$ cat src/hw/rtl/cdrf_pkg.sv
package cdrf_pkg;

	// Storage and field sizes.
	localparam int MAX_ACTIVE = 256;
	localparam int COORD_BITS = 24;
	localparam int THR_W      = 9;
	localparam int DIST_W     = 20;
	localparam int PEAK_W     = 9;
	localparam int CNT_W      = $clog2(MAX_ACTIVE + 1);
	localparam int CFG_IDX_W  = 1;
	localparam int CFG_DATA_W = DIST_W;
	localparam int SUM_W      = ((COORD_BITS > DIST_W) ? COORD_BITS : DIST_W) + 1;
	localparam int IN_DATA_W  = ((3 * COORD_BITS + 7) / 8) * 8;
	localparam int OUT_DATA_W = ((2 * COORD_BITS + PEAK_W + 7) / 8) * 8;
	localparam int OUT_PAD_W  = OUT_DATA_W - 2 * COORD_BITS - PEAK_W;

	localparam logic [PEAK_W-1:0] PEAK_MAX     = '1;
	localparam logic [THR_W-1:0]  THRESH_RESET = THR_W'(3);

	// Configuration register indexes.
	localparam logic [CFG_IDX_W-1:0] REG_DEPTH_THRESHOLD  = CFG_IDX_W'(0);
	localparam logic [CFG_IDX_W-1:0] REG_CLUSTER_DISTANCE = CFG_IDX_W'(1);

	// Word traveling down the cell chain. On a flush rd_end carries the contig length.
	typedef struct packed {
		logic                  vld;
		logic                  flush;
		logic [COORD_BITS-1:0] rd_start;
		logic [COORD_BITS-1:0] rd_end;
		logic [CNT_W-1:0]      depth;
		logic                  placed;
	} cdrf_tok_t;

endpackage

$ cat src/hw/rtl/cdrf_cell.sv
module cdrf_cell
	import cdrf_pkg::*;
(
	input  logic      clk,
	input  logic      arst_n,
	input  logic      adv,
	input  cdrf_tok_t tok_i,
	output cdrf_tok_t tok_o
);

	logic                  valid_q;
	logic [COORD_BITS-1:0] end_q;
	cdrf_tok_t             tok_q;

	logic      held;
	logic      valid_next;
	logic      store;
	cdrf_tok_t tok_next;

	// A held end survives only if it reaches the new read's start.
	assign held = valid_q && (end_q >= tok_i.rd_start);

	always_comb begin
		tok_next   = tok_i;
		valid_next = valid_q;
		store      = 1'b0;
		if (tok_i.vld) begin
			if (tok_i.flush) begin
				valid_next = 1'b0;
			end else if (held) begin
				tok_next.depth = tok_i.depth + CNT_W'(1);
			end else if (!tok_i.placed) begin
				// First free cell on the way takes the new end.
				store           = 1'b1;
				valid_next      = 1'b1;
				tok_next.placed = 1'b1;
				tok_next.depth  = tok_i.depth + CNT_W'(1);
			end else begin
				valid_next = 1'b0;
			end
		end
	end

	// Cell state and the word handed to the next cell.
	always_ff @(posedge clk or negedge arst_n) begin
		if (!arst_n) begin
			valid_q <= 1'b0;
			tok_q   <= '0;
		end else if (adv) begin
			valid_q <= valid_next;
			tok_q   <= tok_next;
		end
	end

	always_ff @(posedge clk) begin
		if (adv && store) begin
			end_q <= tok_i.rd_end;
		end
	end

	assign tok_o = tok_q;

endmodule

$ cat config.mk
export PLATFORM = sky130hd
export DESIGN_NAME = cdrf_cell
export DESIGN_NICKNAME = d
export VERILOG_FILES = /design/src/hw/rtl/cdrf_pkg.sv /design/src/hw/rtl/cdrf_cell.sv
export SDC_FILE = /design/constraint.sdc
export NUM_CORES = 1
export LEC_CHECK = 0
export BUFFER_PORTS_ARGS = -buffer_cell sky130_fd_sc_hd__buf_4
export CORE_UTILIZATION = 45
export CTS_CLUSTER_SIZE = 30
export DETAILED_ROUTE_END_ITERATION = 12
export PLACE_DENSITY_LB_ADDON = 0.25
export SETUP_SLACK_MARGIN = 0.2
export SLEW_MARGIN = 40
export SYNTH_ARGS = -nofsm -noshare
export SYNTH_HDL_FRONTEND = slang
export SYNTH_SLANG_ARGS = --single-unit
$ cat constraint.sdc
create_clock -name clk -period 9.2 [get_ports clk]
set_clock_uncertainty 0.2 [all_clocks]
set_input_delay 1.84 -clock clk [delete_from_list [all_inputs] [get_ports clk]]
set_output_delay 1.84 -clock clk [all_outputs]
set_load 0.005 [all_outputs]
# Word level (Yosys, flattened, before mapping)

Index checks and enable logic that the tools add are counted.

Add/sub/neg operators: 1
Magnitude comparators: 1
Equal/unequal tests: 1
Multiplexer cells: 11
Reduce and logical (&&, ||, !) cells: 3

Operator list:

| operator                                     | number |
|---|---|
| 2-to-1 mux 10 bit                            | 3 |
| greater-or-equal comparator 24 bit           | 1 |
| adder 9 x 1 -> 9 bit, second input constant  | 1 |
| 2-to-1 mux 9 bit                             | 1 |
| 2-to-1 mux 1 bit                             | 7 |
| AND reduction 3 bit                          | 1 |
| logical AND 1 bit                            | 2 |
| inequality test 2 bit, second input constant | 1 |

Register bits: 85
Bits of input ports: 63
Output and inout port bits: 60
Logic and storage cells: 25

# Logic depth before layout (Yosys ltp)

Word-level depth: 6
Gate-level depth with buffers: 9
Depth with buffers taken out: 9

# Worst setup path before layout

No wires, ideal clock.

Path type: input port to flip-flop
From: input tok_i[53] in the netlist's numbering
To: register end_q[0] (enable)
Setup time: 0.440 ns
Arrival time: 4.883 ns
Required time: 8.560 ns
Setup slack: 3.676 ns
Stages on the path: 9
Buffers on the path: 0
Path through: inv_1 > ha_1 > a21oi_1 > o21ai_0 > a21oi_1 > nand2_1 > nor2_1 > o21ai_0 > nor3b_1

Cells in the longest elaborated chain, start to end: 6

RTL lines:

| element                            | line            | RTL |
|---|---|---|
| start, declared                    | cdrf_cell.sv:7  | `input cdrf_tok_t tok_i,` |
| greater-or-equal comparator 24 bit | cdrf_cell.sv:21 | `assign held = valid_q && (end_q >= tok_i.rd_start);` |
| logical AND 1 bit                  | cdrf_cell.sv:21 |  |
| 2-to-1 mux 1 bit                   | cdrf_cell.sv:30 | `end else if (held) begin` |
| 2-to-1 mux 1 bit                   | cdrf_cell.sv:28 | `if (tok_i.flush) begin` |
| 2-to-1 mux 1 bit                   | cdrf_cell.sv:27 | `if (tok_i.vld) begin` |
| logical AND 1 bit                  | cdrf_cell.sv:56 | `if (adv && store) begin` |
| end signal, assigned               | cdrf_cell.sv:57 | `end_q <= tok_i.rd_end;` |
| end, declared                      | cdrf_cell.sv:12 | `logic [COORD_BITS-1:0] end_q;` |

No other way between the ends.
A chain may end at the register's enable or synchronous reset.

# Final worst setup path

From: input tok_i[57] in the netlist's numbering
To: register end_q[20] (enable)

Same word-level chain as after synthesis.

==> summary.md <==
| Metric | Value |
|---|---|
| Outcome | finished, final reports clean |
| Mean post-synth cell area | 13.2 sq um |
| Initial antenna violation count | 0 |
| Worst hold start | tok_o[16]$_DFFE_PN0P_ |
| Final Cycle Share | 0.488 |
| Critical R2R Launch | end_q[23]$_DFFE_PP_ |
| Setup crit end | end_q[20]$_DFFE_PP_ |
| Worst setup EP type | flip-flop |
| Cell area power density | 169 nW/um^2 |
| CTS Buffer Depth | 2 |
| Cts-stage hold buffer count | 0 |
| FP Rows | 33 |
| Post-detail-place hpwl | 5.80 mm |
| Synthesized flop and latch total | 85 |
| Type of the worst min-delay path | reg -> reg |
| CP Data Arrival Time | 4320 ps |
| Number of top-level pins | roughly 120 |
| Reg-to-Reg End | end_q[20]$_DFFE_PP_ |
| Yosys warning count | 0 |
| Pin count of the biggest net entering global routing | 80 |
| CTS clk-pin slew, worst paths | 80 ps |
| CP Max Fanout | 15 |
| Worst setup path start | tok_i[57] |
| Cell area after synthesis | 3900 sq um |
| TNS Setup | 0 ps |
| Routed vias/inst | about 5.1 |
| Final instance area | 5170 sq um |
| Worst-Skew Late Latency | 340 ps |
| Fillers | 641 |
| CP required | 9030 ps |
| Grt ovf | 0 |
| Antenna cells | 0 |
| Placed cell areas | 4920 sq um |
| Final min period | 4490 ps |
| Ys async rst share | 0.718 |
| First-pass GRT wire length | around 13 mm |
| Gate Count Post-Synth | 296 |
| Initial Util | 0.469 |
| Layout cell share with drive strength beyond 1 | 0.465 |
| GRT Overall Usage | 0.186 |
| Fin. Hold Viols | 0 |
| Port Buf Inserts | ~120 |
| Core ar. | 8300 sq um |
| Final Setup Violations | 0 |
| CTS Buf Count | 9 |
| Vias in the first global route | 2,745 |
| Sequential fraction of the synthesis area | 0.577 |
| Slew headroom | 0.523 |
| RePlAce Congestion | 0.789 |
| Primary FF master, synth | dfrtp_1 |
| Area delta synth->final | 32.6% |
| CTS root buf | clkbuf_8 |
| RSZ-0062 raised after global routing | no |
| Post-synth cell types | 37 |
| Maximum clock rate | ~220 MHz |
| Startpoint Class | primary input |
| Die X-Extent | 95.1 um |
| Final Max Tran Viols | 0 |
| CP Class | in -> reg |
| Max Cap Viol | 0 |
| Leakage power | 2.38 nW |
| Via count | 2,716 |
| Syn_nets | 384 |
| Die H | 95.1 um |
| Htree depth | 3 |
| Slew @ Worst Pin | 712 ps |
| Peak VDD IR | 0.133 mV |
| Total wire length | 7.95 mm |
| Drt pass-1 iters | 4 |
| WL/cell | 15.0 um |
| Post-CTS resize count | 0 |
| R2R cell count | 9 |
| Post-CTS Setup Repair Bufs | 0 |
| Number of synthesized flops with an enable pin | 24 |
| FF-to-FF setup slack | 5950 ps |
| CTS tree | done |
| Post-DRT Antenna Nets | 0 |
| Initial DRC Count | 106 |
| DRC Markers | 0 |
| Die Area | 9030 sq um |
| Fin nets | 509 |
| CTS sink count | 85 |
==> worst min-delay path by stage <==
stage | end | slack (ps) | cells after the start
after floorplan | valid_q$_DFFE_PN0P_ | 290 | 1
after global placement | tok_o[17]$_DFFE_PN0P_ | 290 | 1
after detailed placement | tok_o[58]$_DFFE_PN0P_ | 300 | 1
after CTS | tok_o[58]$_DFFE_PN0P_ | 320 | 1
after global routing | tok_o[49]$_DFFE_PN0P_ | 330 | 1
final | tok_o[16]$_DFFE_PN0P_ | 310 | 1
==> synth_stat cells, drive strengths merged (2+ instances only) <==
cell type / number / area (sq um)
or3: 2 / 12.5
o2111ai: 2 / 17.5
nand2b: 2 / 12.5
a31oi: 3 / 18.8
nand4: 3 / 31.3
o21ai: 10 / 50.1
edfxtp: 24 / 721
clkbuf: 9 / 33.8
dfrtp: 61 / 1530
or4: 4 / 30.0
nand2: 14 / 52.6
o221ai: 2 / 17.5
a21oi: 13 / 76.3
nand3: 5 / 25.0
o311ai: 4 / 42.6
a211oi: 3 / 22.5
inv: 33 / 124
ha: 25 / 313
o211ai: 4 / 43.8
nor2: 11 / 41.3
mux2: 50 / 563
==> power breakdown <==
part,internal (mW),switching (mW),leakage (nW)
Combinational,0.0807,0.0576,1.33
Sequential,0.417,0.0149,0.928
Clock,0.166,0.135,0.115
Total,0.664,0.208,2.38
==> cell usage in the layout, fill, tap and decap left out, types with 3 or more instances in the layout <==
cell type / count
a211oi_1: 3
a21oi_1: 12
a31oi_1: 3
buf_4: 121
clkbuf_8: 10
dfrtp_1: 61
edfxtp_1: 24
ha_1: 25
inv_1: 33
mux2_2: 50
nand2_1: 14
nand3_1: 5
nor2_1: 11
o211ai_1: 3
o21ai_0: 10
o311ai_0: 3
or4_1: 4
==> worst max-delay path: stages <==
cell and delay, ps:
buf_4 80, inv_1 30, ha_1 330, a21oi_1 160
o21ai_0 110, a21oi_1 310, nand2_1 150, nor2_1 160
o21ai_0 140, nor3b_2 650, buf_4 360
==> kinds of logic after synthesis <==
| kind of cell | Yosys count | share of synthesized area |
|---|---|---|
| DFF | 85 | 0.577 |
| muxes | 51 | 0.147 |
| and+or+nand+nor | 47 | 0.0668 |
| AOI/OAI and AO/OA | 45 | 0.0864 |
| buffers and inverters | 42 | 0.0405 |
| adders and majority gates | 25 | 0.0803 |
| xor gates and xnor gates | 1 | 0.00225 |
==> per-stage QoR <==
stage	util	std cells	setup slack (ps)	hold slack (ps)	power, mW
final	0.623	531	4710	312	0.872
after global placement	0.593	515	4390	290	0.576
after CTS	0.622	531	4710	317	0.881
after floorplan	-	296	3680	287	0.496
after detailed placement	0.593	515	4350	297	0.580
after global routing	0.623	531	4380	329	0.911
==> registers in the layout, summed over array words and instances (netlist names) <==
| signal | cells |
|---|---|
| end_q | 24 |
| valid_q | 1 |
| tok_o | 60 |
==> final cells by class <==
class,instances,area [sq um],share of cell area
clock buffer,12,188,0.0363
sequential,85,2250,0.435
timing repair buffer,123,931,0.180
inverter,33,124,0.0240
multi-input combinational,169,1500,0.290
clock inverter,4,50.0,0.00969
tap,105,131,0.0254
==> layer usage <==
layer,global-route usage,vias up,wire length [um]
met2,0.309,92,3820
met1,0.240,1293,3570
li1,-,1321,-
met4,0.0657,0,107
met3,0.0407,10,451
met5,0,-,0
Note: power is estimated with default switching activity, not from simulation.
