<file path="src/hw/rtl/cdrf_pkg.sv">
package cdrf_pkg;

	// Storage and field sizes.
	localparam int MAX_ACTIVE = 256;
	localparam int COORD_BITS = 24;
	localparam int THR_W      = 9;
	localparam int DIST_W     = 20;
	localparam int PEAK_W     = 9;
	localparam int CNT_W      = $clog2(MAX_ACTIVE + 1);
	localparam int CFG_IDX_W  = 1;
	localparam int CFG_DATA_W = DIST_W;
	localparam int SUM_W      = ((COORD_BITS > DIST_W) ? COORD_BITS : DIST_W) + 1;
	localparam int IN_DATA_W  = ((3 * COORD_BITS + 7) / 8) * 8;
	localparam int OUT_DATA_W = ((2 * COORD_BITS + PEAK_W + 7) / 8) * 8;
	localparam int OUT_PAD_W  = OUT_DATA_W - 2 * COORD_BITS - PEAK_W;

	localparam logic [PEAK_W-1:0] PEAK_MAX     = '1;
	localparam logic [THR_W-1:0]  THRESH_RESET = THR_W'(3);

	// Configuration register indexes.
	localparam logic [CFG_IDX_W-1:0] REG_DEPTH_THRESHOLD  = CFG_IDX_W'(0);
	localparam logic [CFG_IDX_W-1:0] REG_CLUSTER_DISTANCE = CFG_IDX_W'(1);

	// Word traveling down the cell chain. On a flush rd_end carries the contig length.
	typedef struct packed {
		logic                  vld;
		logic                  flush;
		logic [COORD_BITS-1:0] rd_start;
		logic [COORD_BITS-1:0] rd_end;
		logic [CNT_W-1:0]      depth;
		logic                  placed;
	} cdrf_tok_t;

endpackage

</file>
<file path="src/hw/rtl/cdrf_region.sv">
module cdrf_region
	import cdrf_pkg::*;
(
	input  logic                  clk,
	input  logic                  arst_n,
	input  cdrf_tok_t             tok,
	input  logic [THR_W-1:0]      depth_threshold,
	input  logic [DIST_W-1:0]     cluster_distance,
	input  logic                  out_ready,
	output logic                  adv,
	output logic                  out_valid,
	output logic [COORD_BITS-1:0] region_start,
	output logic [COORD_BITS-1:0] region_end,
	output logic [PEAK_W-1:0]     peak_depth,
	output logic                  overflow
);

	localparam int CMP_W = CNT_W + PEAK_W;

	logic                  in_region_q;
	logic [COORD_BITS-1:0] open_start_q;
	logic [COORD_BITS-1:0] last_end_q;
	logic [PEAK_W-1:0]     max_seen_q;
	logic                  overflowed_q;
	logic                  out_valid_q;
	logic [COORD_BITS-1:0] res_start_q;
	logic [COORD_BITS-1:0] res_end_q;
	logic [PEAK_W-1:0]     res_peak_q;
	logic                  res_ovf_q;

	logic                  take;
	logic                  emit;
	logic                  deep;
	logic                  far;
	logic                  ovf_now;
	logic [CMP_W-1:0]      depth_x;
	logic [PEAK_W-1:0]     depth_sat;
	logic [SUM_W-1:0]      reach;
	logic                  in_region_d;
	logic [COORD_BITS-1:0] open_start_d;
	logic [COORD_BITS-1:0] last_end_d;
	logic [PEAK_W-1:0]     max_seen_d;
	logic                  overflowed_d;
	logic [COORD_BITS-1:0] emit_end;
	logic                  emit_ovf;

	// The chain moves whenever the tail word can be consumed.
	assign adv  = !out_valid_q || out_ready || !tok.vld;
	assign take = adv && tok.vld;

	assign depth_x   = CMP_W'(tok.depth);
	assign depth_sat = (depth_x > CMP_W'(PEAK_MAX)) ? PEAK_MAX : depth_x[PEAK_W-1:0];
	assign deep      = depth_x > CMP_W'(depth_threshold);
	assign reach     = SUM_W'(last_end_q) + SUM_W'(cluster_distance);
	assign far       = SUM_W'(tok.rd_start) > reach;
	assign ovf_now   = overflowed_q || !tok.placed;

	// Region tracking for the word leaving the chain.
	always_comb begin
		in_region_d  = in_region_q;
		open_start_d = open_start_q;
		last_end_d   = last_end_q;
		max_seen_d   = max_seen_q;
		overflowed_d = overflowed_q;
		emit         = 1'b0;
		emit_end     = last_end_q;
		emit_ovf     = ovf_now;
		if (take) begin
			if (tok.flush) begin
				emit         = in_region_q;
				emit_end     = tok.rd_end;
				emit_ovf     = overflowed_q;
				in_region_d  = 1'b0;
				open_start_d = '0;
				max_seen_d   = '0;
				overflowed_d = 1'b0;
			end else begin
				overflowed_d = ovf_now;
				if (deep) begin
					if (!in_region_q) begin
						open_start_d = tok.rd_start;
						in_region_d  = 1'b1;
					end
					last_end_d = tok.rd_end;
					if (depth_x > CMP_W'(max_seen_q)) begin
						max_seen_d = depth_sat;
					end
				end else if (in_region_q && far) begin
					emit        = 1'b1;
					max_seen_d  = '0;
					in_region_d = 1'b0;
				end
			end
		end
	end

	// Region state.
	always_ff @(posedge clk or negedge arst_n) begin
		if (!arst_n) begin
			in_region_q  <= 1'b0;
			open_start_q <= '0;
			max_seen_q   <= '0;
			overflowed_q <= 1'b0;
		end else begin
			in_region_q  <= in_region_d;
			open_start_q <= open_start_d;
			max_seen_q   <= max_seen_d;
			overflowed_q <= overflowed_d;
		end
	end

	always_ff @(posedge clk) begin
		last_end_q <= last_end_d;
	end

	// Output register holds a result word until the receiver takes it.
	always_ff @(posedge clk or negedge arst_n) begin
		if (!arst_n) begin
			out_valid_q <= 1'b0;
		end else if (emit) begin
			out_valid_q <= 1'b1;
		end else if (out_ready) begin
			out_valid_q <= 1'b0;
		end
	end

	always_ff @(posedge clk) begin
		if (emit) begin
			res_start_q <= open_start_q;
			res_end_q   <= emit_end;
			res_peak_q  <= max_seen_q;
			res_ovf_q   <= emit_ovf;
		end
	end

	assign out_valid    = out_valid_q;
	assign region_start = res_start_q;
	assign region_end   = res_end_q;
	assign peak_depth   = res_peak_q;
	assign overflow     = res_ovf_q;

	// A result is never loaded over one the receiver has not taken.
	assert property (@(posedge clk) disable iff (!arst_n)
		emit |-> (!out_valid_q || out_ready))
		else $error("result word overwritten while stalled");

	// Outside a region no peak is carried.
	assert property (@(posedge clk) disable iff (!arst_n)
		!in_region_q |-> (max_seen_q == '0))
		else $error("peak depth left over outside a region");

	// Overflow stays set until the contig ends.
	assert property (@(posedge clk) disable iff (!arst_n)
		(overflowed_q && !(take && tok.flush)) |=> overflowed_q)
		else $error("overflow flag lost within a contig");

	// Emitting a result always closes the region.
	assert property (@(posedge clk) disable iff (!arst_n)
		emit |=> !in_region_q)
		else $error("region still open after its result");

endmodule

</file>
<file path="config.mk">
export PLATFORM = sky130hd
export DESIGN_NAME = cdrf_region
export DESIGN_NICKNAME = d
export VERILOG_FILES = /design/src/hw/rtl/cdrf_pkg.sv /design/src/hw/rtl/cdrf_region.sv
export SDC_FILE = /design/constraint.sdc
export NUM_CORES = 1
export LEC_CHECK = 0
export ABC_AREA = 1
export BUFFER_PORTS_ARGS = -buffer_cell sky130_fd_sc_hd__buf_2
export CAP_MARGIN = 20
export CORE_MARGIN = 8
export CORE_UTILIZATION = 44
export CTS_BUF_LIST = sky130_fd_sc_hd__clkbuf_8
export DETAILED_ROUTE_END_ITERATION = 16
export GPL_TIMING_DRIVEN = 0
export PLACE_DENSITY = 0.67
export SYNTH_ARGS = -nofsm -noshare
export SYNTH_HDL_FRONTEND = slang
export SYNTH_SLANG_ARGS = --single-unit
</file>
<file path="constraint.sdc">
create_clock -name clk -period 14 [get_ports clk]
set_input_delay 2.8 -clock clk [delete_from_list [all_inputs] [get_ports clk]]
set_output_delay 2.8 -clock clk [all_outputs]
set_load 0.03 [all_outputs]
</file>
* Word level (Yosys, flattened, before mapping)
Cells that the tools add are included.
Widths: inputs -> output; s select.
** Word-level totals
- Word-level logic and storage cells :: 55
- Input port bits :: 92
- Register bits after elaboration :: 118
- Output and inout bits :: 60
** Cells by class
- Eq/ne operators :: 2
- $lt $le $gt $ge :: 4
- Mux-type cells :: 22
- Bitwise logic cells :: 1
- Reduce and logical (&&, ||, !) cells :: 15
- $add $sub $neg :: 1
** Operators by type and width (count)
- $mux 24 :: 5
- $mux 9 :: 5
- $add 24x20->25 :: 1
- $gt 24x25->1 :: 1
- $gt 9x9->1 :: 2
- $mux 1 :: 12
- $gt 9x9->1 const B :: 1
- $reduce_and 3->1 :: 3
- $reduce_bool 2->1 :: 2
- $logic_not 1->1 :: 3
- $logic_or 1x1->1 :: 3
- $ne 3x2->1 const B :: 1
- $reduce_bool 3->1 :: 1
- $logic_and 1x1->1 :: 2
- $ne 2x2->1 const B :: 1
- $reduce_and 2->1 :: 1
- $not 1->1 :: 1

* Longest topological paths before layout
Gate-level depths: netlist of run 1.
- Depth after elaboration :: 8
- Mapped depth :: 27
- Mapped depth without buffers :: 26

* Least setup slack after synthesis of run 1
No wires, ideal clock.
- Kind :: input port to flip-flop
- Start :: input port cluster_distance[0]
- End :: register res_ovf_q (netlist: overflow), enable pin
- Path slack :: 6.944 ns
- Cell stages on the path :: 20
- Required time :: 13.350 ns
- Setup time :: 0.650 ns
- Arrival time :: 6.406 ns
- Cells stage by stage :: ha_1 -> fa_1 -> nand3_1 -> nand3_2 -> nand2_1 -> nand2_2 -> a21oi_1 -> o21bai_1 -> a21oi_1 -> o21ai_2 -> nand3_1 -> nand2_1 -> ha_1 -> nand2_1 -> nor2_1 -> nand4_1 -> nor3_1 -> a21oi_4 -> nand4_1 -> nand2_1
** Between the ends
- Cells in the longest elaborated chain, start to end :: 7
** RTL lines
- start: declaration :: RTL line cdrf_region.sv:8 : input logic [DIST_W-1:0] cluster_distance,
- $add 24x20->25 :: RTL line cdrf_region.sv:54 : assign reach = SUM_W'(last_end_q) + SUM_W'(cluster_distance);
- $gt 24x25->1 :: RTL line cdrf_region.sv:55 : assign far = SUM_W'(tok.rd_start) > reach;
- $logic_and 1x1->1 :: RTL line cdrf_region.sv:88 : end else if (in_region_q && far) begin
- $mux 1 :: RTL line cdrf_region.sv:88
- $mux 1 :: RTL line cdrf_region.sv:79 : if (deep) begin
- $mux 1 :: RTL line cdrf_region.sv:69 : if (tok.flush) begin
- $mux 1 :: RTL line cdrf_region.sv:68 : if (take) begin
- net emit :: RTL line cdrf_region.sv:32 : logic emit;
- end signal: assignment :: RTL line cdrf_region.sv:132 : res_ovf_q <= emit_ovf;
- end: declaration :: RTL line cdrf_region.sv:29 : logic res_ovf_q;
The timed path passes the listed nets, and every way through them passes these cells.
A chain may end at the register's enable or synchronous reset.

* Worst setup path in the final report of run 1
- Start :: input port cluster_distance[0]
- End :: register res_start_q[14] (netlist: region_start[14]), enable pin
** Between the ends
- Cells in the longest elaborated chain, start to end :: 7
** RTL lines
- $add 24x20->25 :: RTL line cdrf_region.sv:54
- $gt 24x25->1 :: RTL line cdrf_region.sv:55
- $logic_and 1x1->1 :: RTL line cdrf_region.sv:88
- $mux 1 :: RTL line cdrf_region.sv:88
- $mux 1 :: RTL line cdrf_region.sv:79
- $mux 1 :: RTL line cdrf_region.sv:69
- $mux 1 :: RTL line cdrf_region.sv:68
- net emit :: RTL line cdrf_region.sv:32
- end signal: assignment :: RTL line cdrf_region.sv:129 : res_start_q <= open_start_q;
- end: declaration :: RTL line cdrf_region.sv:26 : logic [COORD_BITS-1:0] res_start_q;
The timed path passes the listed nets, and every way through them passes these cells.

==> results.md, run 1 <==
* Layout fillers at 1381
* RSZ-0062 raised after global routing: false
* Largest net degree at the start of global routing at 59
* Clock latency on the worst-skew pair at 450 ps
* Worst Tran Pin Value at 839 ps
* Clock Power Share at 31.8%
* Register bit total from synthesis at 118
* Final HPWL DP at 12800 um
* Family with the most delay on the worst path: simple AND/OR/NAND/NOR gates
* CP max FO at 58
* Min Clock Period, post-route at 6520 ps
* Status: completed
* Clk root buf: clkbuf_8
* Power per cell area at 112 mW/mm^2
* Resize count post-CTS at 0
* Total power at 0.884 mW
* Post-synth cell types at 42
* Top routing layer used: met5
* Initial Util at 45.0%
* Hold Path Stages at 0
* Clk_skew at 19.2 ps
* Synthesized area per cell at 9.49 um^2
* Crit Path Class: input port to flip-flop
* Drt first pass iters at 7
* Die height at 138 um
* DRT iter0 DRCs at 348
* Syn_nets at 844
* GR Overflow Total at 0
* Reg2reg path depth at 20
* Register area share after synthesis at 51.5%
* Antenna-violating nets left at 0
* Critical Path Most Common Cell: nand2_1
* I/O Buffers at 151
* Worst vdd ir at 0.0791 mV
* DRC at 0
* Leakage power at 3.78 nW
* Core area at 0.0145 mm^2
* Worst Path Required at 14000 ps
* Slowest-stage cell, CP: nand2_4
* Max transition margin at 44.1%
* Total track usage at 17.5%
* Critical path endpoint category: flip-flop
* Area grow syn2layout at 21.0%
* Fin. Hold Viols at 0
* Final instance area at 0.00791 mm^2
* Area after DPL at 0.00755 mm^2
* CTS tree: built
* Sequential Power Share at 47.0%
* Nature of the critical path startpoint: input port
* CTS clock-pin slew for the worst setup and hold paths at 70 ps
* Mapped Area at 0.00654 mm^2
* CP max stage delay at 460 ps
* Routed via count at 5273
* Max-Cap Viols at 0
* Final nets at 1015
* Chip Width at 138 um
* Yosys warning count at 0
* Met1 WL at 7030 um
* Fin crit share at 46.5%
* Vias per inst at 4.98
* DIE AREA at 0.0190 mm^2
* Clock Tree Buf Depth at 2
* CP Data Arrival Time at 6520 ps
* Share of cells above drive strength 1 at 25.1%
* Sw Pwr at 0.280 mW
* # IOs at 152
* Number of global-route vias before repair at 5171
* Row count at 44
* Setup fix buffers added after clock tree synthesis at 0
* Sink Count at 118
* Cells along the critical path: buf_2, ha_1, fa_1, nand3_1, nand3_2, nand2_1, nand2_2, a21oi_1, o21bai_1, a21oi_1, o21ai_2, nand3_1, nand2_1, ha_1, nand2_1, nor2_1, nand4_1, nor3_1, a21oi_4, nand4_1, nand2_4
* Synth Instances at 689
* Max Freq at 153 MHz
* # H-tree levels at 4
* Slew Limit Fails at 0
* Internal Dissipation at 0.603 mW
* Setup TNS at 0 ps
* Comb pwr share at 21.2%
* First-pass GRT wire length at 25600 um
* Routed wire per std cell at 15.3 um
* Initial antenna violation count at 1
* Gpl congestion at 0.865
* Met3 WL at 1300 um
* Hold Path Class: flip-flop to flip-flop
* Met2 WL at 7560 um
* Final setup violating endpoints at 0
* Logic depth of the worst path, buffers included at 21
* Final WL at 16200 um
* Hold-fix buffers, CTS at 0
* Sw Ratio at 31.7%
* Num CTS Buffers at 17
* CP Buf/Inv Count at 1
[worst reg2reg max path: stages (launching register included)]
cell	delay (ps)
edfxtp_1	420
ha_1	280
fa_1	420
nand3_1	100
nand3_2	100
nand2_1	90
nand2_2	110
a21oi_1	230
o21bai_1	130
a21oi_1	250
o21ai_2	120
nand3_1	80
nand2_1	60
ha_1	280
nand2_1	90
nor2_1	90
nand4_1	80
nor3_1	360
a21oi_4	110
nand4_1	160
nand2_4	460
[through the flow]
step,hold WS (ps),utilization [%],cells,worst slack (ps)
2_1_floorplan,426,-,689,6940
3_3_place_gp,430,51.8,1024,5600
3_5_place_dp,439,51.9,1025,6970
4_1_cts,459,54.4,1057,7470
5_1_grt,464,54.4,1057,7090
6_report,453,54.4,1058,7480
[routing by layer]
metal  track usage [%]  up-vias
li1                  -     2706
met1              21.4     2423
met2              27.5      125
met3              6.05       17
met4              7.58        2
met5                 0        -
[synthesized netlist by cell type (all sizes together)]
cell | count | area, um^2
ha | 62 | 776
inv | 49 | 184
clkbuf | 8 | 30.0
a31oi | 4 | 25.0
o22ai | 2 | 12.5
fa | 1 | 20.0
o41ai | 1 | 8.76
o21ai | 18 | 97.6
o211ai | 1 | 7.51
a21o | 1 | 7.51
nand3 | 37 | 208
nor4 | 2 | 12.5
or2 | 2 | 12.5
or3 | 1 | 6.26
nor3 | 3 | 15.0
o21bai | 2 | 15.0
buf | 6 | 40.0
nor2 | 44 | 188
a21oi | 41 | 224
xor2 | 13 | 114
o2111ai | 3 | 26.3
edfxtp | 82 | 2460
nand3b | 3 | 22.5
xnor2 | 8 | 70.1
nand2 | 242 | 938
nand4 | 17 | 113
dfrtp | 36 | 901
[area by class of cell]
class | instances | area (um^2) | area share, %
diodes | 1 | 2.50 | 0.0316
clock inverters | 13 | 98.8 | 1.25
well taps | 184 | 230 | 2.91
inverters | 49 | 184 | 2.33
clock buffers | 19 | 262 | 3.31
multi-input cells | 508 | 2930 | 37.0
plain buffers | 14 | 70.1 | 0.886
repair buffers | 152 | 771 | 9.74
flip-flops and latches | 118 | 3360 | 42.5
[state kept, by name, summed over array words and instances (netlist names)]
name	flops
last_end_q	24
open_start_q	24
region_end	24
region_start	24
max_seen_q	9
peak_depth	9
in_region_q	1
out_valid	1
overflow	1
overflowed_q	1
[final timing paths]
check	startpoint	to	slack, ps
worst min register to register	open_start_q[18]	region_start[18]	450
worst max-delay path	cluster_distance[0]	region_start[14]	7480
max in group asynchronous	arst_n	open_start_q[0]	11000
worst min-delay path	open_start_q[18]	region_start[18]	450
worst max register to register	last_end_q[0]	region_start[14]	9530
min in group asynchronous	arst_n	max_seen_q[3]	2450
[power groups by stage]
stage / Combinational [mW] / Sequential [mW] / Clock (mW)
floorplan: 0.112 / 0.437 / 0
global placement: 0.184 / 0.423 / 0
detailed placement: 0.188 / 0.423 / 0
CTS: 0.189 / 0.416 / 0.288
global route: 0.213 / 0.418 / 0.303
finish: 0.187 / 0.416 / 0.281
[placed cells by master (no fill, tap or decap), types with 19 or more instances in the layout]
master / netlist / final
edfxtp_1: 82 / 82
inv_1: 47 / 47
ha_1: 62 / 62
a21oi_1: 38 / 38
clkbuf_8: 0 / 19
buf_2: 2 / 153
dfrtp_1: 36 / 36
nand2_1: 232 / 231
nor2_1: 39 / 38
nand3_1: 34 / 34
[cells by family (layout without fill, tap and decap cells)]
group	after synthesis	after routing	synth area share [%]
other	0	1	0
adder cells (fa/ha/maj)	63	63	12.2
flip-flops	118	118	51.5
AND/OR/NAND/NOR	351	351	23.2
AO/OA/AOI/OAI	73	73	6.49
buffers and inverters	63	247	3.89
XOR/XNOR	21	21	2.81
Note: power is estimated with default switching activity, not from simulation.
==> run 2, diff against run 1 <==
- PLACE_DENSITY: 0.67 -> 0.7
- clock period: 14 -> 5.7 ns (I/O delays scaled with it)
==> run 2 against run 1 <==
Global-route usage increased by 0.19 points. Hold slack about the same. Total power increased to 2.5 times the previous value. Largest cell class unchanged.
==> results.md, run 2 (same netlist as run 1, synthesis figures left out) <==
* Critical Path Most Common Cell: nand2_1 (unchanged)
* DRC at 0 (unchanged)
* Area after DPL at 0.00757 mm^2 (was 0.00755 mm^2)
* First-pass GRT wire length at 26000 um (was 25600 um)
* Num CTS Buffers at 17 (unchanged)
* Setup fix buffers added after clock tree synthesis at 0 (unchanged)
* Vias per inst at 5.01 (was 4.98)
* Sink Count at 118 (unchanged)
* Sequential Power Share at 45.9% (was 47.0%)
* Fin. Hold Viols at 0 (unchanged)
* Antenna-violating nets left at 0 (unchanged)
* Final nets at 1016 (was 1015)
* Final setup violating endpoints at 0 (unchanged)
* Most frequent cells in the layout: nand2_1, buf_2, edfxtp_1 (unchanged)
* Final WL at 16300 um (was 16200 um)
* CTS tree: built (unchanged)
* Area grow syn2layout at 21.9% (was 21.0%)
* DIE AREA at 0.0190 mm^2 (unchanged)
* Chip Width at 138 um (unchanged)
* Die height at 138 um (unchanged)
* Worst vdd ir at 0.262 mV (was 0.0791 mV)
* Max Freq at 200 MHz
* Gpl congestion at 0.887 (was 0.865)
* Max transition margin at 44.7% (was 44.1%)
* Comb pwr share at 20.8% (was 21.2%)
* Min Clock Period, post-route at 5010 ps
* Clock Tree Buf Depth at 2 (unchanged)
* Sw Ratio at 30.4% (was 31.7%)
* Resize count post-CTS at 0 (unchanged)
* Final Non-Filler Cells at 1058 (unchanged)
* Final instance area at 0.00797 mm^2 (was 0.00791 mm^2)
* Slew Limit Fails at 0 (unchanged)
* Hold Path Class: flip-flop to flip-flop (unchanged)
* Crit Path Class: input port to flip-flop (unchanged)
* Final core utilization at 54.8% (was 54.4%)
* CP max FO at 32 (was 58)
* Critical path endpoint category: flip-flop (unchanged)
* # IOs at 152 (unchanged)
* RSZ-0062 raised after global routing: false (unchanged)
* Hold-fix buffers, CTS at 0 (unchanged)
* Clk_skew at 8.88 ps (was 19.2 ps)
* # H-tree levels at 4 (unchanged)
* Leakage power at 3.82 nW (was 3.78 nW)
* CTS clock-pin slew for the worst setup and hold paths at 70 ps (about the same)
* CP Data Arrival Time at 5190 ps (was 6520 ps)
* Initial antenna violation count at 0 (was 1)
* Power per cell area at 279 mW/mm^2 (was 112 mW/mm^2)
* Clk root buf: clkbuf_8 (unchanged)
* Fin crit share at 87.8%
* I/O Buffers at 151 (unchanged)
* Largest net degree at the start of global routing at 37 (was 59)
* Row count at 44 (unchanged)
* Share of cells above drive strength 1 at 25.1% (about the same)
* Internal Dissipation at 1.55 mW (was 0.603 mW)
* Most common cell after layout, fill and taps aside: nand2_1 (unchanged)
* Initial Util at 45.0% (unchanged)
* Status: completed (unchanged)
* Clock Power Share at 33.2% (was 31.8%)
* Placed cells at 1026 (was 1025)
* Cells along the critical path: buf_2, ha_1, fa_1, nand3_1, nand3_2, nand2_1, nand2_2, a21oi_1, o21bai_1, a21oi_1, o21ai_2, nand3_1, nand2_1, ha_1, nand2_1, nor2_1, nand4_1, nor3_1, a21oi_4, nand4_1, nand2_2, buf_12 (was buf_2, ha_1, fa_1, nand3_1, nand3_2, nand2_1, nand2_2, a21oi_1, o21bai_1, a21oi_1, o21ai_2, nand3_1, nand2_1, ha_1, nand2_1, nor2_1, nand4_1, nor3_1, a21oi_4, nand4_1, nand2_4)
* Total power at 2.23 mW (was 0.884 mW)
* Clock latency on the worst-skew pair at 440 ps (was 450 ps)
* Routed wire per std cell at 15.4 um (was 15.3 um)
* DRT iter0 DRCs at 391 (was 348)
* Routed via count at 5298 (was 5273)
* Nature of the critical path startpoint: input port (unchanged)
* Inserted Diodes at 0 (was 1)
* Drt first pass iters at 8 (was 7)
* Worst Tran Pin Value at 830 ps (was 839 ps)
* Total track usage at 17.7% (was 17.5%)
* Sw Pwr at 0.677 mW (was 0.280 mW)
* Max-Cap Viols at 0 (unchanged)
* GR Overflow Total at 0 (unchanged)
* CP max stage delay at 440 ps (was 460 ps)
* Worst Path Required at 5880 ps (was 14000 ps)
* Core area at 0.0145 mm^2 (unchanged)
* Number of global-route vias before repair at 5240 (was 5171)
* Slowest-stage cell, CP: nand2_2 (was nand2_4)
* Final HPWL DP at 13100 um (was 12800 um)
==> run 2: cell count changes in the layout (fill, tap and decap cells not counted), moves of 2 or more <==
| cell | previous run | this run |
|---|---|---|
| clkinv_4 | 2 | 6 |
| clkbuf_8 | 19 | 17 |
| bufinv_16 | 0 | 2 |
| clkinvlp_4 | 6 | 1 |
==> run 2: critical path: cells and delay by family <==
family          cells  cell delay, ps
simple gates       12            1690
fa+ha+maj           3             980
compound gates      5             840
buf+inv             2             490
==> run 2: routing by layer <==
metal | vias up | part of all wire [%] | GRT usage (%)
met1 | 2423 | 42 | 21.1
met5 | - | 0 | 0
met3 | 12 | 7.3 | 5.76
met4 | 0 | 1.2 | 5.91
li1 | 2701 | - | -
met2 | 162 | 49 | 29.5
==> run 2: final cells by class <==
type                       count  area (um^2)
buffer                        14         70.1
fill                        1374         6570
tap                          184          230
sequential                   118         3360
clock inverter                15          156
timing repair buffer         153          803
multi-input combinational    508         2920
clock buffer                  17          234
inverter                      49          184
==> run 2: path summary, 6_finish.rpt <==
path / start / to / slack, ps / depth (start not counted)
hold / removal: open_start_q[8] / region_start[8] / 450 / 0
hold reg to reg: open_start_q[8] / region_start[8] / 450 / 0
max in group asynchronous: arst_n / open_start_q[10] / 4370 / 1
setup reg to reg: last_end_q[0] / region_start[18] / 1100 / 21
setup / recovery: cluster_distance[0] / region_start[18] / 690 / 22
min in group asynchronous: arst_n / max_seen_q[2] / 800 / 1
==> run 2: power by group through the flow <==
stage / Sequential (mW) / Clock (mW) / Combinational [mW]
6_report: 1.02 / 0.740 / 0.464
5_1_grt: 1.03 / 0.794 / 0.526
4_1_cts: 1.02 / 0.758 / 0.468
3_5_place_dp: 1.04 / 0 / 0.466
3_3_place_gp: 1.04 / 0 / 0.451
2_1_floorplan: 1.07 / 0 / 0.276
==> run 2: stage by stage <==
step	hold WS (ps)	worst slack (ps)	setup TNS [ps]
floorplan	426	304	0
global placement	431	-909	-52420
detailed placement	433	212	0
CTS	453	690	0
global route	459	337	0
finish	453	693	0
==> run 3, diff against run 2 <==
- PLACE_DENSITY: 0.7 -> 0.67
- clock period: 5.7 -> 5.2 ns (I/O delays scaled with it)
==> run 3 against run 2 <==
Sequential share of layout area up 0.24 points. Design area down 0.57%. Combinational power up 9.5%. Global-route usage up 0.20 points. Utilization down 0.31 points. Sequential cell count unchanged. Critical path depth down 1. Sequential power up 9.8%. Cell count about the same. Total power up 7.3%. Register-to-register slack worse by 350 ps. Clock-buffer cell count up 1.
==> results.md, run 3 (same netlist as run 1, synthesis figures left out) <==
* Status: completed (unchanged)
* Total power at 2.39 mW (was 2.23 mW)
* Routed wire per std cell at 15.5 um (was 15.4 um)
* Max-Cap Viols at 0 (unchanged)
* Max transition margin at 43.8% (was 44.7%)
* Resize count post-CTS at 0 (unchanged)
* Most frequent cells in the layout: nand2_1, buf_2, edfxtp_1 (unchanged)
* Nature of the critical path startpoint: input port (unchanged)
* Initial antenna violation count at 1 (was 0)
* Worst vdd ir at 0.213 mV (was 0.262 mV)
* Max Freq at 212 MHz
* Cells along the critical path: buf_2, ha_1, fa_1, nand3_1, nand3_2, nand2_1, nand2_2, a21oi_1, o21bai_1, a21oi_1, o21ai_2, nand3_1, nand2_1, ha_1, nand2_1, nor2_1, nand4_1, nor3_1, a21oi_4, nand4_1, nand2_4 (was buf_2, ha_1, fa_1, nand3_1, nand3_2, nand2_1, nand2_2, a21oi_1, o21bai_1, a21oi_1, o21ai_2, nand3_1, nand2_1, ha_1, nand2_1, nor2_1, nand4_1, nor3_1, a21oi_4, nand4_1, nand2_2, buf_12)
* # IOs at 152 (unchanged)
* Leakage power at 3.78 nW (was 3.82 nW)
* Area grow syn2layout at 21.2% (was 21.9%)
* Largest net degree at the start of global routing at 59 (was 37)
* Placed cells at 1025 (was 1026)
* Final WL at 16400 um (was 16300 um)
* RSZ-0062 raised after global routing: false (unchanged)
* Gpl congestion at 0.885 (was 0.887)
* Hold Path Class: flip-flop to flip-flop (unchanged)
* I/O Buffers at 151 (unchanged)
* Chip Width at 138 um (unchanged)
* Reg2reg path depth at 20 (was 21)
* Sink Count at 118 (unchanged)
* Die height at 138 um (unchanged)
* Final Non-Filler Cells at 1057 (was 1058)
* Final core utilization at 54.5% (was 54.8%)
* CP max FO at 58 (was 32)
* First-pass GRT wire length at 26200 um (was 26000 um)
* # H-tree levels at 4 (unchanged)
* Power per cell area at 301 mW/mm^2 (was 279 mW/mm^2)
* CTS clock-pin slew for the worst setup and hold paths at 70 ps (about the same)
* Clk_skew at 8.96 ps (was 8.88 ps)
* Fin. Hold Viols at 0 (unchanged)
* Total track usage at 17.9% (was 17.7%)
* Final setup violating endpoints at 0 (unchanged)
* Vias per inst at 4.95 (was 5.01)
* DRC at 0 (unchanged)
* Initial Util at 45.0% (unchanged)
* Critical Path Most Common Cell: nand2_1 (unchanged)
* CP Data Arrival Time at 4740 ps (was 5190 ps)
* Number of global-route vias before repair at 5253 (was 5240)
* Core area at 0.0145 mm^2 (unchanged)
* Critical path endpoint category: flip-flop (unchanged)
* Clock latency on the worst-skew pair at 440 ps (about the same)
* CP max stage delay at 470 ps (was 440 ps)
* Fin Hold WS at 452 ps (was 453 ps)
* Hold Path Stages at 0 (unchanged)
* Antenna-violating nets left at 0 (unchanged)
* Crit Path Class: input port to flip-flop (unchanged)
* CTS tree: built (unchanged)
* Reg-to-reg setup timing slack at 750 ps (was 1100 ps)
* Worst Tran Pin Value at 843 ps (was 830 ps)
* Routed via count at 5235 (was 5298)
* Hold worst-path end: region_start[2] (was region_start[8])
* DRT iter0 DRCs at 385 (was 391)
* Final nets at 1015 (was 1016)
* Min-delay src: open_start_q[2] (was open_start_q[8])
* Hold-fix buffers, CTS at 0 (unchanged)
* Worst Path Required at 5210 ps (was 5880 ps)
* Most common cell after layout, fill and taps aside: nand2_1 (unchanged)
* Layout fillers at 1388 (was 1374)
* Final HPWL DP at 13100 um (about the same)
* Reg2reg end: region_start[20] (was region_start[18])
* Inserted Diodes at 0 (unchanged)
* Setup fix buffers added after clock tree synthesis at 0 (unchanged)
* Slew Limit Fails at 0 (unchanged)
* Slowest-stage cell, CP: nand2_4 (was nand2_2)
* Row count at 44 (unchanged)
* Clk root buf: clkbuf_8 (unchanged)
* Min Clock Period, post-route at 4730 ps
* Num CTS Buffers at 17 (unchanged)
* Drt first pass iters at 5 (was 8)
* GR Overflow Total at 0 (unchanged)
* Reg-to-reg startpoint: last_end_q[0] (unchanged)
* DIE AREA at 0.0190 mm^2 (unchanged)
* Clock Tree Buf Depth at 2 (unchanged)
* Share of cells above drive strength 1 at 24.7% (was 25.1%)
* Fin crit share at 90.9%
==> run 3: area by class of cell <==
class | instances | area [um^2] | share of cell area, %
Sequential cell | 118 | 3360 | 42.5
Multi-Input combinational cell | 508 | 2930 | 37.0
Timing Repair Buffer | 152 | 783 | 9.89
Clock buffer | 18 | 248 | 3.13
Tap cell | 184 | 230 | 2.91
Inverter | 49 | 184 | 2.32
Clock inverter | 14 | 113 | 1.42
Buffer | 14 | 70.1 | 0.885
==> run 3: how the worst max path moves through the flow <==
stage               depth (start not counted)           startpoint                to  slack (ps)
floorplan                                  20  cluster_distance[0]          overflow         470
global placement                           21  cluster_distance[0]  region_start[22]        -510
detailed placement                         21  cluster_distance[0]  region_start[22]         -20
CTS                                        21  cluster_distance[0]  region_start[11]         450
global route                               21  cluster_distance[0]  region_start[21]         170
finish                                     21  cluster_distance[0]  region_start[20]         470
==> run 3: critical path: cells and delay by family <==
kind            cells  cell delay [ps]
simple gates       12             1750
fa+ha+maj           3              970
buf+inv             1              120
compound gates      5              830
==> run 3: power by group <==
part           switching [mW]  internal (mW)
Combinational           0.327          0.181
Clock                   0.377          0.381
Sequential             0.0330           1.09
==> run 3: routing by layer <==
| layer | wire, um | GRT usage (%) | part of all wire, % | vias up |
|---|---|---|---|---|
| li1 | - | - | - | 2702 |
| met1 | 7150 | 21.5 | 44 | 2370 |
| met2 | 7770 | 29.4 | 47 | 144 |
| met3 | 1250 | 5.94 | 7.6 | 17 |
| met4 | 231 | 6.33 | 1.4 | 2 |
| met5 | 9 | 0 | 0.055 | - |
==> run 3: metrics by stage <==
stage	worst slack [ps]	instance area, um^2	TNS (ps)
3_5_place_dp	-20.3	7560	-939
5_1_grt	174	7920	0
3_3_place_gp	-510	7520	-29380
4_1_cts	449	7920	0
6_report	472	7920	0
2_1_floorplan	473	6540	0
